[config.mk]
export PLATFORM = sky130hd
export DESIGN_NAME = wav_header_parser
export DESIGN_NICKNAME = d
export VERILOG_FILES = /design/src/design/wavhp_pkg.sv /design/src/design/wavhp_parser.sv /design/src/design/wav_header_parser.sv
export VERILOG_INCLUDE_DIRS = /design/src /design/src/design
export SDC_FILE = /design/constraint.sdc
export NUM_CORES = 1
export LEC_CHECK = 0
export ABC_AREA = 1
export BUFFER_PORTS_ARGS = -buffer_cell sky130_fd_sc_hd__clkbuf_2
export CAP_MARGIN = 20
export CORE_UTILIZATION = 55
export CTS_CLUSTER_DIAMETER = 50
export DETAILED_ROUTE_END_ITERATION = 12
export PLACE_DENSITY = 0.73
export SYNTH_ARGS = -nofsm -noshare
export SYNTH_HDL_FRONTEND = slang
export SYNTH_SLANG_ARGS = --single-unit
[constraint.sdc]
create_clock -name clk -period 30.4 [get_ports clk]
set_input_delay 0 -clock clk [delete_from_list [all_inputs] [get_ports clk]]
set_output_delay 0 -clock clk [all_outputs]
set_load 0.01 [all_outputs]
[src/design/wav_header_parser_assert.svh]
// assertion macros for the wav header parser
`ifndef WAV_HEADER_PARSER_ASSERT_SVH
`define WAV_HEADER_PARSER_ASSERT_SVH

`ifndef SYNTHESIS
// same-cycle implication
`define WAVHP_ASSERT_IMPLY(label, clk, rst, ante, cons) \
  label: assert property (@(posedge clk) disable iff (rst) (ante) |-> (cons)) \
    else $error("wavhp assertion failed");
// next-cycle implication
`define WAVHP_ASSERT_NEXT(label, clk, rst, ante, cons) \
  label: assert property (@(posedge clk) disable iff (rst) (ante) |=> (cons)) \
    else $error("wavhp assertion failed");
`else
`define WAVHP_ASSERT_IMPLY(label, clk, rst, ante, cons)
`define WAVHP_ASSERT_NEXT(label, clk, rst, ante, cons)
`endif

`endif

[src/design/wavhp_pkg.sv]
// types and constants shared by the wav header parser
package wavhp_pkg;

  typedef enum logic [3:0] {
    PH_RIFF,
    PH_FMT_HDR,
    PH_FMT_SKIP,
    PH_FMT_BODY,
    PH_FMT_REST,
    PH_DATA_HDR,
    PH_DATA_SKIP,
    PH_PAYLOAD,
    PH_ERROR
  } phase_t;

  typedef enum logic [2:0] {
    ST_OK,
    ST_NOT_RIFF,
    ST_NOT_WAVE,
    ST_NO_FMT,
    ST_NOT_PCM,
    ST_NO_DATA,
    ST_TRUNCATED,
    ST_BAD_SIZE
  } status_t;

  localparam logic [31:0] TAG_RIFF     = 32'h4646_4952;
  localparam logic [31:0] TAG_WAVE     = 32'h4556_4157;
  localparam logic [31:0] TAG_FMT      = 32'h2074_6D66;
  localparam logic [31:0] TAG_DATA     = 32'h6174_6164;
  localparam logic [15:0] PCM_CODE     = 16'h0001;
  localparam logic [30:0] FMT_MIN_SIZE = 31'd16;

  typedef struct packed {
    status_t     status;
    logic [15:0] channel_count;
    logic [15:0] sample_bits;
    logic [30:0] sample_freq;
    logic [31:0] data_offset;
    logic [30:0] data_length;
  } result_t;

endpackage

[src/design/wavhp_parser.sv]
// per-byte parser state and result formation
`include "wav_header_parser_assert.svh"

module wavhp_parser (
  input  logic              clk,
  input  logic              rst,
  input  logic              fire,
  input  logic [7:0]        byte_value,
  input  logic              is_final,
  output wavhp_pkg::result_t res
);
  import wavhp_pkg::*;

  phase_t      phase, phase_next;
  logic [31:0] file_position, pos_next;
  logic [3:0]  field_byte_index, idx_next;
  logic [31:0] id_shift, id_next;
  logic [31:0] size_shift, size_next;
  logic [30:0] skip_remaining, skip_next;
  logic [15:0] format_code, format_next;
  logic [15:0] channels_held, channels_next;
  logic [15:0] bits_held, bits_next;
  logic [30:0] rate_held, rate_next;
  logic [31:0] offset_held, offset_next;
  logic [30:0] length_held, length_next;
  logic [31:0] payload_count, count_next;
  status_t     error_code, error_next;
  status_t     st;

  logic [31:0] pos_inc;
  logic [31:0] id_in;
  logic [31:0] size_in;
  logic        restarted;

  assign pos_inc = file_position + 32'd1;
  assign id_in   = {byte_value, id_shift[31:8]};
  assign size_in = {byte_value, size_shift[31:8]};

  always_comb begin
    phase_next    = phase;
    pos_next      = file_position;
    idx_next      = field_byte_index;
    id_next       = id_shift;
    size_next     = size_shift;
    skip_next     = skip_remaining;
    format_next   = format_code;
    channels_next = channels_held;
    bits_next     = bits_held;
    rate_next     = rate_held;
    offset_next   = offset_held;
    length_next   = length_held;
    count_next    = payload_count;
    error_next    = error_code;
    st            = ST_OK;
    res           = '0;
    if (fire) begin
      pos_next = pos_inc;
      unique case (phase) inside
        PH_RIFF: begin
          id_next = id_in;
          if (field_byte_index == 4'd3 && id_in != TAG_RIFF) begin
            error_next = ST_NOT_RIFF;
            phase_next = PH_ERROR;
          end else if (field_byte_index == 4'd11) begin
            if (id_in != TAG_WAVE) begin
              error_next = ST_NOT_WAVE;
              phase_next = PH_ERROR;
            end else begin
              phase_next = PH_FMT_HDR;
              idx_next   = 4'd0;
            end
          end else begin
            idx_next = field_byte_index + 4'd1;
          end
        end
        PH_FMT_HDR, PH_DATA_HDR: begin
          if (field_byte_index < 4'd4) begin
            id_next = id_in;
          end else begin
            size_next = size_in;
          end
          if (field_byte_index != 4'd7) begin
            idx_next = field_byte_index + 4'd1;
          end else begin
            idx_next = 4'd0;
            if (size_in[31]) begin
              error_next = ST_BAD_SIZE;
              phase_next = PH_ERROR;
            end else if (phase == PH_FMT_HDR && id_shift == TAG_FMT) begin
              if (size_in[30:0] < FMT_MIN_SIZE) begin
                error_next = ST_BAD_SIZE;
                phase_next = PH_ERROR;
              end else begin
                skip_next  = size_in[30:0] - FMT_MIN_SIZE;
                phase_next = PH_FMT_BODY;
              end
            end else if (phase == PH_DATA_HDR && id_shift == TAG_DATA) begin
              offset_next = pos_inc;
              length_next = size_in[30:0];
              count_next  = 32'd0;
              phase_next  = PH_PAYLOAD;
            end else if (size_in[30:0] != 31'd0) begin
              skip_next  = size_in[30:0];
              phase_next = (phase == PH_FMT_HDR) ? PH_FMT_SKIP : PH_DATA_SKIP;
            end
          end
        end
        PH_FMT_BODY: begin
          case (field_byte_index)
            4'd0:    format_next[7:0]    = byte_value;
            4'd1:    format_next[15:8]   = byte_value;
            4'd2:    channels_next[7:0]  = byte_value;
            4'd3:    channels_next[15:8] = byte_value;
            4'd4:    rate_next[7:0]      = byte_value;
            4'd5:    rate_next[15:8]     = byte_value;
            4'd6:    rate_next[23:16]    = byte_value;
            4'd7:    rate_next[30:24]    = byte_value[6:0];
            4'd14:   bits_next[7:0]      = byte_value;
            4'd15:   bits_next[15:8]     = byte_value;
            default: ;
          endcase
          if (field_byte_index == 4'd15) begin
            idx_next = 4'd0;
            if (format_code != PCM_CODE) begin
              error_next = ST_NOT_PCM;
              phase_next = PH_ERROR;
            end else begin
              phase_next = (skip_remaining != 31'd0) ? PH_FMT_REST : PH_DATA_HDR;
            end
          end else begin
            idx_next = field_byte_index + 4'd1;
          end
        end
        PH_FMT_SKIP, PH_FMT_REST, PH_DATA_SKIP: begin
          skip_next = skip_remaining - 31'd1;
          if (skip_remaining == 31'd1) begin
            phase_next = (phase == PH_FMT_SKIP) ? PH_FMT_HDR : PH_DATA_HDR;
          end
        end
        PH_PAYLOAD: begin
          if (payload_count != 32'hFFFF_FFFF) begin
            count_next = payload_count + 32'd1;
          end
        end
        default: ;
      endcase

      if (is_final) begin
        unique case (phase_next) inside
          PH_RIFF:
            st = (idx_next < 4'd4) ? ST_NOT_RIFF : ST_NOT_WAVE;
          PH_FMT_HDR, PH_FMT_SKIP:
            st = ST_NO_FMT;
          PH_FMT_BODY:
            st = ST_TRUNCATED;
          PH_FMT_REST, PH_DATA_HDR, PH_DATA_SKIP:
            st = ST_NO_DATA;
          PH_PAYLOAD:
            st = (count_next >= {1'b0, length_next}) ? ST_OK : ST_TRUNCATED;
          default:
            st = error_next;
        endcase
        res.status = st;
        if (st == ST_OK) begin
          res.channel_count = channels_next;
          res.sample_bits   = bits_next;
          res.sample_freq   = rate_next;
          res.data_offset   = offset_next;
          res.data_length   = length_next;
        end
        // ready for the next file
        phase_next = PH_RIFF;
        pos_next   = 32'd0;
        idx_next   = 4'd0;
        count_next = 32'd0;
        error_next = ST_OK;
      end
    end
  end

  always_ff @(posedge clk) begin
    if (rst) begin
      phase            <= PH_RIFF;
      file_position    <= 32'd0;
      field_byte_index <= 4'd0;
      payload_count    <= 32'd0;
      error_code       <= ST_OK;
    end else begin
      phase            <= phase_next;
      file_position    <= pos_next;
      field_byte_index <= idx_next;
      payload_count    <= count_next;
      error_code       <= error_next;
    end
  end

  always_ff @(posedge clk) begin
    id_shift       <= id_next;
    size_shift     <= size_next;
    skip_remaining <= skip_next;
    format_code    <= format_next;
    channels_held  <= channels_next;
    bits_held      <= bits_next;
    rate_held      <= rate_next;
    offset_held    <= offset_next;
    length_held    <= length_next;
  end

  assign restarted = phase == PH_RIFF && file_position == 32'd0 && error_code == ST_OK;

  `WAVHP_ASSERT_IMPLY(a_error_has_code, clk, rst, phase == PH_ERROR, error_code != ST_OK)
  `WAVHP_ASSERT_NEXT(a_final_restarts, clk, rst, fire && is_final, restarted)

endmodule

[src/design/wav_header_parser.sv]
// wav header parser top level: input register, parser and result register
// a final byte passes from the input register through the parser, and its result is registered in the result register
// throughput: one byte per cycle while no result waits in the result register
// a result appears only for a byte flagged final, after which parsing restarts
// rst (synchronous) clears the handshake registers and parser control state
`include "wav_header_parser_assert.svh"

module wav_header_parser (
  input  logic        clk,
  input  logic        rst,
  input  logic        in_valid,
  output logic        in_stall,
  input  logic [7:0]  byte_value,
  input  logic        is_final,
  output logic        out_valid,
  input  logic        out_stall,
  output logic [2:0]  status,
  output logic [15:0] channel_count,
  output logic [15:0] sample_bits,
  output logic [30:0] sample_freq,
  output logic [31:0] data_offset,
  output logic [30:0] data_length
);
  import wavhp_pkg::*;

  logic       in_q_valid;
  logic [7:0] byte_q;
  logic       final_q;
  logic       can_fire;
  logic       fire;
  logic       take_in;
  logic       fields_clear;
  result_t    step_res;
  result_t    out_res;

  assign can_fire = !out_valid || !out_stall;
  assign fire     = in_q_valid && can_fire;
  assign in_stall = in_q_valid && !can_fire;
  assign take_in  = in_valid && !in_stall;

  always_ff @(posedge clk) begin
    if (rst) begin
      in_q_valid <= 1'b0;
      out_valid  <= 1'b0;
    end else begin
      in_q_valid <= take_in || (in_q_valid && !fire);
      out_valid  <= (fire && final_q) || (out_valid && out_stall);
    end
  end

  always_ff @(posedge clk) begin
    if (take_in) begin
      byte_q  <= byte_value;
      final_q <= is_final;
    end
    if (fire && final_q) begin
      out_res <= step_res;
    end
  end

  wavhp_parser u_parser (
    .clk        (clk),
    .rst        (rst),
    .fire       (fire),
    .byte_value (byte_q),
    .is_final   (final_q),
    .res        (step_res)
  );

  assign status        = out_res.status;
  assign channel_count = out_res.channel_count;
  assign sample_bits   = out_res.sample_bits;
  assign sample_freq   = out_res.sample_freq;
  assign data_offset   = out_res.data_offset;
  assign data_length   = out_res.data_length;

  assign fields_clear = out_res.channel_count == 16'd0 && out_res.sample_bits == 16'd0 &&
                        out_res.sample_freq == 31'd0 && out_res.data_offset == 32'd0 &&
                        out_res.data_length == 31'd0;

  `WAVHP_ASSERT_IMPLY(a_result_from_final, clk, rst, out_valid && !$past(out_valid), $past(fire && final_q))
  `WAVHP_ASSERT_IMPLY(a_error_fields_clear, clk, rst, out_valid && out_res.status != ST_OK, fields_clear)

endmodule
==> flow_metrics.py <==
metrics = {
    "global_route": {
        "grt_first_pass_wirelength_um": 88870,
        "grt_pass1_vias": 17390,
        "antenna_found_initial": 0,
        "grt_max_degree": 81,
        "grtUsageTotal": 0.2687,
        "gr-total-overflow": 0,
    },
    "synth": {
        "synthesis.area_um2": 22590,
        "synth_edf_count": 367,
        "synth-async-reset-ratio": 0,
        "seq_area_frac_synth": 0.5560,
        "synth.largest_area_cell": "edfxtp_1",
        "synth_top_flop_cell": "edfxtp_1",
        "syn_nets": 2626,
        "yosys_register_bits": 444,
        "synth_cell_type_count": 53,
        "yosysWarnings": 0,
        "ys_top_cells_by_area": "edfxtp_1 49%, nand2_1 8.4%, inv_1 7.1%, dfxtp_1 6.8%, nor2_1 5.1%",
        "syn_inst": 2573,
        "synth_area_per_cell_um2": 8.781,
        "yosysTopAreaCellShare": 0.4878,
    },
    "sta": {
        "worst_pin_slew_ns": 1.026,
        "hold_viol_final": 0,
        "period_minus_slack_ns": 6.523,
        "drv_slew": 0,
        "grt_setup_unrepaired": "no",
        "skew_ns": 0.04395,
        "timing.final.ws_setup_ns": 23.88,
        "finalCritPeriodShare": 0.2146,
        "tns_ns": 0,
        "fmax_mhz": 153.3,
        "setup_viol": 0,
        "slew_headroom": 0.3163,
    },
    "min_path": {
        "hold_start": "rst",
        "min_to": "u_parser.error_code[2]",
        "hold_depth": 3,
        "hp-class": "primary input to register",
    },
    "die": {
        "die_h_um": 204.7,
        "initial_core_util": 0.5635,
        "io_pins": 144,
        "die_area_um2": 41890,
        "core_area_um2": 40100,
        "die_w_um": 204.7,
        "rows": 73,
    },
    "placed_design": {
        "place_congestion": 0.9516,
        "hpwl_um": 37290,
        "port_buffers": 143,
        "place_area_um2": 23820,
        "dp_slack_ns": 23.61,
    },
    "worst_setup_path": {
        "arrival_ns": 6.81,
        "r2r_end": "sample_bits[13]",
        "rr_startpoint": "u_parser.field_byte_index[0]",
        "crit_fanout": 77,
        "crit_path_top_delay_cell": "buf_4",
        "cp_common_cell": "nand2_1",
        "end_kind": "register",
        "path_class": "register to register",
        "ff2ff_path_depth": 33,
        "cp-start-kind": "register",
        "slowest_delay_ns": 0.73,
        "cp_data_required_time_ns": 30.69,
        "rrSetupSlack_ns": 23.88,
    },
    "routing": {
        "drt_drc_violations_left": 0,
        "num_vias": 17920,
        "vias_per_cell": 5.447,
        "drtIter0Drc": 1700,
        "wire_per_inst_um": 16.90,
        "ant_nets": 0,
        "wirelength_um": 55570,
        "drtPass1Iterations": 6,
    },
    "layout": {
        "drive_gt1_frac": 0.1440,
        "n_antenna_cell": 0,
        "syn_to_final_growth_pct": 13.91,
        "nets": 2777,
        "final_cell_area_um2": 25740,
    },
    "clocking": {
        "cts_max_level": 2,
        "cts_tree": "built",
        "cts.path.max_buffers": 3,
        "cts_sinks": 444,
        "cts_resized": 0,
        "cts_inserted_buffers": 49,
        "cts-root-buf": "clkbuf_16",
        "cts_setup_buffers": 0,
        "clkTransAtPathRegs_ns": 0.06,
        "clk_latency_ns": 0.60,
    },
    "pwr": {
        "irDropWorstVdd_uv": 42.96,
        "p_total_w": 0.001357,
        "p_leak_nw": 10.54,
        "power.density_nw_per_um2": 52.74,
    },
    "run_status": {
        "status": "completed",
    },
    "flow_run": {
        "maxCapViolCount": 0,
    },
}
critical path, delay by kind of cell, from the launching register on:
family / cells / cell delay, ns
compound gates: 3 / 0.68
fa+ha+maj: 2 / 0.56
buf+inv: 6 / 2.46
flops: 1 / 0.41
simple gates: 22 / 2.01
area by class of cell:
class / instances / area (um2)
Clock inverter: 26 / 330.3
Multi-Input combinational cell: 1613 / 8085
Fill cell: 3272 / 14360
Timing Repair Buffer: 180 / 1066
Clock buffer: 65 / 1398
Inverter: 436 / 1639
Sequential cell: 444 / 12560
Tap cell: 525 / 656.9
how the worst max path moves through the flow:
| stage | startpoint | end | cells past startpoint |
|---|---|---|---|
| after floorplan | out_valid | channel_count[10] | 11 |
| after global placement | u_parser.id_shift[9] | sample_bits[15] | 35 |
| after detailed placement | u_parser.id_shift[9] | sample_freq[30] | 32 |
| after CTS | u_parser.field_byte_index[0] | sample_bits[13] | 32 |
| after global routing | u_parser.field_byte_index[0] | sample_bits[13] | 37 |
| final | u_parser.field_byte_index[0] | sample_bits[13] | 33 |
per-stage QoR:
| stage | utilization | hold WS [ns] | std cells |
|---|---|---|---|
| final | 0.6419 | 0.08496 | 3289 |
| after detailed placement | 0.5942 | 0.1821 | 3183 |
| after global routing | 0.6419 | 0.1074 | 3289 |
| after floorplan | - | 0.09887 | 2573 |
| after global placement | 0.5942 | 0.1797 | 3183 |
| after CTS | 0.6405 | 0.05970 | 3287 |
cells by family after synthesis:
| family | count (synthesis) | synth area share |
|---|---|---|
| compound gates | 368 | 0.08650 |
| simple gates | 1147 | 0.2247 |
| xor+xnor | 57 | 0.02210 |
| mux | 1 | 0.0004430 |
| flops | 444 | 0.5560 |
| fa+ha+maj | 40 | 0.02215 |
| buf+inv | 516 | 0.08810 |
cells in the mapped netlist, types with 2 or more instances:
cell type	number
nand2_1	508
inv_1	425
edfxtp_1	367
nor2_1	306
o21ai_0	199
a21oi_1	123
nand3_1	82
dfxtp_1	77
or2_2	65
clkbuf_1	61
nor3_1	57
nand4_1	47
xor2_1	43
ha_1	40
nor2_2	37
xnor2_1	14
nor2_4	13
buf_2	11
nor4_1	10
inv_2	9
a22oi_1	7
o211ai_1	7
o22ai_1	7
nand2_2	6
buf_6	5
nand3_2	5
a211oi_1	4
a31oi_1	4
a2bb2oi_1	3
a32oi_1	3
buf_1	3
nor3b_1	3
o21ai_1	2
layer usage:
metal | track usage | share of wire | routed length [um]
met3 | 0.04073 | 0.061 | 3363
met4 | 0.1015 | 0.034 | 1911
met1 | 0.3513 | 0.43 | 23620
met5 | 0 | 0 | 0
met2 | 0.4503 | 0.48 | 26680
cells in the final DEF, fill, tap and decap left out, types with 22 or more instances in the layout:
cell	n
nand2_1	508
inv_1	424
edfxtp_1	367
nor2_1	301
o21ai_0	199
clkbuf_2	143
a21oi_1	123
nand3_1	82
dfxtp_1	77
or2_2	65
nor3_1	56
clkbuf_16	50
nand4_1	47
xor2_1	43
ha_1	40
nor2_2	38
buf_4	22
state kept, by name (all words and copies together), names as in the netlist, 24 cells and up:
name / cells
u_parser.file_position: 32
u_parser.skip_remaining: 31
u_parser.payload_count: 32
u_parser.rate_held: 31
u_parser.offset_held: 32
sample_freq: 31
u_parser.length_held: 31
data_offset: 32
u_parser.id_shift: 32
u_parser.size_shift: 24
data_length: 31
power by group:
part	internal, W	switching, W
registers	0.000673	0.00000630
logic	0.0000148	0.0000374
clock network	0.000371	0.000255
total	0.00106	0.000298
timing repair:
action                                  in CTS  in global routing
hold endpoints to repair                    11                  0
hold buffers                                13                  0
endpoints found under the setup margin       0                  0
Note: power is estimated with default switching activity, not from simulation.
